$ cat src/rtl/sbj_pkg.sv
package sbj_pkg;

  // default sizes
  localparam int DEF_MAX_BITS      = 1024;
  localparam int DEF_MAX_SEQUENCES = 64;

  // fixed word geometry
  localparam int WORD_BITS  = 64;
  localparam int WORD_SHIFT = 6;

  // field widths
  localparam int CMD_W      = 3;
  localparam int SEQ_ID_W   = 6;
  localparam int OFFSET_W   = 10;
  localparam int WIDX_W     = 4;
  localparam int START_W    = 11;
  localparam int COUNT_W    = 7;
  localparam int NUM_BITS_W = 11;
  localparam int NUM_SEQ_W  = 7;
  localparam int GAP_W      = 10;
  localparam int CFG_IDX_W  = 2;
  localparam int CFG_DATA_W = 11;

  // register reset values
  localparam logic [NUM_BITS_W-1:0] NUM_BITS_RST = 11'd1024;
  localparam logic [NUM_SEQ_W-1:0]  NUM_SEQ_RST  = 7'd0;
  localparam logic [GAP_W-1:0]      MAX_GAP_RST  = 10'd1;

  typedef enum logic [CFG_IDX_W-1:0] {
    CFG_NUM_BITS = 2'd0,
    CFG_NUM_SEQ  = 2'd1,
    CFG_MAX_GAP  = 2'd2
  } cfg_idx_e;

  typedef enum logic [CMD_W-1:0] {
    CMD_CLEAR      = 3'd0,
    CMD_SET_BIT    = 3'd1,
    CMD_WRITE_WORD = 3'd2,
    CMD_SET_START  = 3'd3,
    CMD_SUPPORT    = 3'd4,
    CMD_SSTEP      = 3'd5,
    CMD_ISTEP      = 3'd6,
    CMD_UNUSED     = 3'd7
  } cmd_e;

  typedef enum logic [2:0] {
    ST_IDLE,
    ST_READ_START,
    ST_EXEC,
    ST_START,
    ST_SCAN,
    ST_DRAIN,
    ST_EMIT
  } state_e;

  typedef struct packed {
    logic [CMD_W-1:0]     cmd;
    logic                 bank;
    logic [SEQ_ID_W-1:0]  seq_id;
    logic [OFFSET_W-1:0]  item_offset;
    logic [WIDX_W-1:0]    word_index;
    logic [WORD_BITS-1:0] word_data;
    logic [START_W-1:0]   seq_start;
  } req_t;

  typedef struct packed {
    logic [COUNT_W-1:0]   count;
    logic [WIDX_W-1:0]    out_index;
    logic [WORD_BITS-1:0] out_word;
    logic                 last;
    logic                 status;
  } rsp_t;

  typedef struct packed {
    logic in_accept;
    logic exec;
    logic scan_start;
    logic issue;
    logic emit;
  } ctrl_t;

  typedef struct packed {
    cmd_e in_cmd;
    cmd_e cmd;
    logic nb_zero;
    logic pos_last;
    logic pos_wend;
    logic out_busy;
    logic pipe_empty;
  } stat_t;

endpackage

$ cat src/rtl/sbj_ctrl.sv
module sbj_ctrl (
  input  logic            clk,
  input  logic            rst,
  input  logic            in_valid,
  output logic            in_ready,
  input  sbj_pkg::stat_t  stat,
  output sbj_pkg::ctrl_t  ctrl
);
  import sbj_pkg::*;

  state_e state, state_next;
  logic   can_issue;

  // a word end may only enter the scan pipe once the result slot is free
  assign can_issue = !(stat.pos_wend && stat.out_busy);

  always_ff @(posedge clk) begin
    if (rst) begin
      state <= ST_IDLE;
    end else begin
      state <= state_next;
    end
  end

  // next state
  always_comb begin
    state_next = state;
    unique case (state)
      ST_IDLE: begin
        if (in_valid) begin
          if (stat.in_cmd == CMD_SUPPORT || stat.in_cmd == CMD_SSTEP ||
              stat.in_cmd == CMD_ISTEP) begin
            state_next = ST_START;
          end else if (stat.in_cmd == CMD_SET_BIT) begin
            state_next = ST_READ_START;
          end else begin
            state_next = ST_EXEC;
          end
        end
      end
      ST_READ_START: state_next = ST_EXEC;
      ST_EXEC: begin
        if (!stat.out_busy) begin
          state_next = ST_IDLE;
        end
      end
      ST_START: state_next = stat.nb_zero ? ST_EMIT : ST_SCAN;
      ST_SCAN: begin
        if (can_issue && stat.pos_last) begin
          state_next = ST_DRAIN;
        end
      end
      ST_DRAIN: begin
        if (stat.pipe_empty) begin
          state_next = (stat.cmd == CMD_SUPPORT) ? ST_EMIT : ST_IDLE;
        end
      end
      ST_EMIT: begin
        if (!stat.out_busy) begin
          state_next = ST_IDLE;
        end
      end
      default: state_next = ST_IDLE;
    endcase
  end

  // outputs
  always_comb begin
    in_ready        = (state == ST_IDLE);
    ctrl.in_accept  = (state == ST_IDLE) && in_valid;
    ctrl.exec       = (state == ST_EXEC) && !stat.out_busy;
    ctrl.scan_start = (state == ST_START);
    ctrl.issue      = (state == ST_SCAN) && can_issue;
    ctrl.emit       = (state == ST_EMIT) && !stat.out_busy;
  end
endmodule

$ cat config.mk
export PLATFORM = sky130hd
export DESIGN_NAME = sbj_ctrl
export DESIGN_NICKNAME = d
export VERILOG_FILES = /design/src/rtl/sbj_pkg.sv /design/src/rtl/sbj_ctrl.sv
export SDC_FILE = /design/constraint.sdc
export NUM_CORES = 1
export LEC_CHECK = 0
export BUFFER_PORTS_ARGS = -buffer_cell sky130_fd_sc_hd__buf_2
export CORE_AREA = 3 3 40 42
export DETAILED_ROUTE_END_ITERATION = 10
export DIE_AREA = 0 0 43 45
export HOLD_SLACK_MARGIN = 0.06
export SLEW_MARGIN = 20
export SYNTH_ARGS = -nofsm -noshare
export SYNTH_HDL_FRONTEND = slang
export SYNTH_SLANG_ARGS = --single-unit
$ cat constraint.sdc
create_clock -name clk -period 1 [get_ports clk]
set_input_delay 0.1 -clock clk [delete_from_list [all_inputs] [get_ports clk]]
set_output_delay 0.1 -clock clk [all_outputs]
set_load 0.005 [all_outputs]
## After elaboration in Yosys (flattened, before gate mapping)

Cells that the tools add are included.

- Equality and inequality tests: 15
- Mux-type cells: 9
- Reduce and logical (&&, ||, !) cells: 13

Operators with widths:

| operator | count |
|---|---|
| $eq A3 B3 Y1 const B | 7 |
| $pmux W3 S6 | 1 |
| $mux W3 | 5 |
| $ne A2 B2 Y1 const B | 4 |
| $eq A3 B1 Y1 const B | 2 |
| $eq A3 B2 Y1 const B | 2 |
| $logic_and A1 B1 Y1 | 6 |
| $mux W2 | 3 |
| $reduce_and A4 Y1 | 1 |
| $logic_not A3 Y1 | 1 |
| $logic_not A1 Y1 | 2 |
| $logic_or A1 B1 Y1 | 2 |
| $reduce_or A2 Y1 | 1 |

- Register bits after elaboration: 3
- Input port bits: 14
- Output and inout port bits: 6
- Word-level logic and storage cells: 38

## Depth between registers and ports, before layout

- Word-level depth: 6
- Depth in mapped cells: 5
- Depth with buffers taken out: 4

## Least setup slack after synthesis

Ideal clock, no wire load.

- Path type: reg2reg
- Start point: reg state[0]
- End point: reg state[1]
- Setup time: 0.101 ns
- Data arrival time: 1.027 ns
- Data required time: 0.899 ns
- Setup slack: -0.128 ns
- Cell stages (with the launch flop): 4
- Path buffers: 1
- Cells stage by stage: dfxtp_1 > buf_6 > or4b_1 > o41ai_1

- Cells in the longest elaborated chain, start to end: 4

RTL lines:

| element | line | RTL |
|---|---|---|
| start, declared | sbj_ctrl.sv:11 | `state_e state, state_next;` |
| start signal, assigned | sbj_ctrl.sv:21 | `state <= state_next;` |
| $eq A3 B2 Y1 / $eq A3 B3 Y1 (equally long branches) | sbj_ctrl.sv:28 | `unique case (state)` |
| $reduce_or A2 Y1 (no source line) | - |  |
| $ne A2 B2 Y1 (no source line) | - |  |
| $reduce_and A4 Y1 (no source line) | - |  |

Several ways; a longest one is shown, not always the timed one.
A chain may end at the register's enable or synchronous reset.

==> qor.yml <==
synth_seq_cells: 3
violations: "setup timing"
post-route-cell-area_um2: 689
power_density_nw_per_um2: 905
portBuffers: 19
nFillCells: 111
ys_types: 24
tritoncts: "built"
clock-sinks: 3
clkSlewWorstSetupHoldPaths_ps: 40
layout_commonest_cell: "buf_2"
hold_class: "in -> reg"
required_ps: 900
initial_utilization_pct: 23.3
drtAntennaViolNets: 0
place_ws_ps: -178
timing.fmax_mhz: 766
p_total_uw: 624
rows: 13
drive_above_1_share_pct: 74.0
die_h_um: 45
vdd_drop_max_v: 0.000669
wl_um: 1280
crit_path_end_kind: "output port"
grt_max_degree: 9
cp_max_fo: 5
critical_path_arrival_ps: 1210
setup_viol_count_final: 9
layout.nets: 92
setup_ws_ps: -306
timing_worst_setup_path_type: "reg -> out"
drtIter0Drc: 2
placed_cells: 79
path_buf_inv: 2
drt_pre_antenna_iters: 3
overflow: 0
gp_congestion: 0.768
slew_violations: 0
hold_slack_ps: 79.5
dpl.hpwl_um: 698
syn_area_per_cell_um2: 7.48
synth_warnings: 0
grt_pass1_wl_um: 1790
die_area_um2: 1940
cts.path.max_buffers: 2
mostFrequentLayoutCells: "buf_2 (19), buf_4 (9), buf_6 (7)"
crit_chain: "buf_6 > nor4b_2 > buf_2"
antenna_found_initial: 0
synthesis.nets: 54
die_w_um: 43
min_period_ps: 1310
syn_inst: 40
syn_to_final_growth_pct: 131
clock_skew_ps: 1.05
cp_slowest_cell: "dfxtp_4"
h-tree-depth: 1
seqCellArea_um2: 66.3
largest-register: "state"
status: "finished with violations"
multi_input_area_um2: 307
rsz0062_at_grt: "true"
dpl-instance-area_um2: 453
critical-path-top-delay-family: "flip-flops"
largest_register_ff_count: 3
cts_root_buffer: "clkbuf_4"
setup_tns_ps: -1790
fin_util_pct: 53.7
tightest_slew_ps: 262
relSlewSlack_pct: 82.5
layout.cells.non_filler: 92
drc: 0
hold_viol_final: 0
synth-seq-area-share_pct: 20.1
maxCapViolations: 0
startpoint_type: "flop"
synth.cell_area_um2: 299
grt_pass1_vias: 405
fin_crit_sh_pct: 131
cts_buffers: 3
wire_per_inst_um: 13.9
p_leak_nw: 0.310
routed_via_density: 4.80
grt_use_total_pct: 12.8
reg_top3: "state (3)"
vias: 442
coreArea_um2: 1280
ios: 20
cp_slowest_stage_delay_ps: 360
clock_latency_ps: 230
antenna_cells: 0
[cell type report]
type | count | area share, %
clock buffers | 4 | 3.81
inverters | 2 | 1.45
multi-input cells | 32 | 44.5
flip-flops and latches | 3 | 9.62
well taps | 15 | 2.72
repair buffers | 36 | 37.9
[cell usage after synthesis, drive strengths merged]
| library cell | n | area, um^2 |
|---|---|---|
| a221oi | 1 | 15.0 |
| nor2 | 4 | 15.0 |
| o21ai | 1 | 5.00 |
| dfxtp | 3 | 60.1 |
| a211oi | 2 | 15.0 |
| o211ai | 1 | 7.51 |
| inv | 2 | 7.51 |
| a21o | 1 | 7.51 |
| nand3 | 1 | 5.00 |
| o32a | 1 | 10.0 |
| nand2b | 1 | 6.26 |
| nand4bb | 1 | 11.3 |
| nor3 | 2 | 10.0 |
| and2 | 1 | 6.26 |
| or4b | 1 | 10.0 |
| buf | 3 | 21.3 |
| nor4b | 2 | 17.5 |
| a21oi | 4 | 20.0 |
| nand3b | 1 | 7.51 |
| nand2 | 3 | 11.3 |
| nor2b | 3 | 21.3 |
| o41ai | 1 | 8.76 |
[path summary, 6_finish.rpt]
check,end,slack (ps),cells past startpoint,start
setup / recovery,ctrl[3],-310,3,state[0]
hold / removal,state[0],80,2,rst
setup reg to reg,state[1],-250,4,state[0]
hold reg to reg,state[0],670,3,state[1]
[logic make-up (layout without fill, tap and decap cells)]
logic type	Yosys count	count (layout)	share of synthesized area, %
and+or+nand+nor	20	20	40.6
AOI/OAI and AO/OA	12	12	29.7
DFF	3	3	20.1
buffers and inverters	5	42	9.62
[layer usage]
metal	vias up	track usage, %	part of all wire [%]
met5	-	0	0
met4	0	1.81	1.2
met3	2	6.37	6.7
met2	18	24.0	53
met1	198	13.2	39
li1	224	-	-
[power by group]
group          total, mW  internal, mW  leakage, nW  switching (mW)
combinational      0.267         0.154        0.269           0.113
clock              0.216         0.150       0.0150          0.0666
sequential         0.140         0.130       0.0261          0.0101
[repair_timing]
item | in CTS | in global routing
gates resized for setup | 20 | 8
hold buffers | 0 | 0
setup buffers | 6 | 3
setup endpoints to repair | 9 | 9
pin swaps | 4 | 1
(Power assumes the default switching activity.)
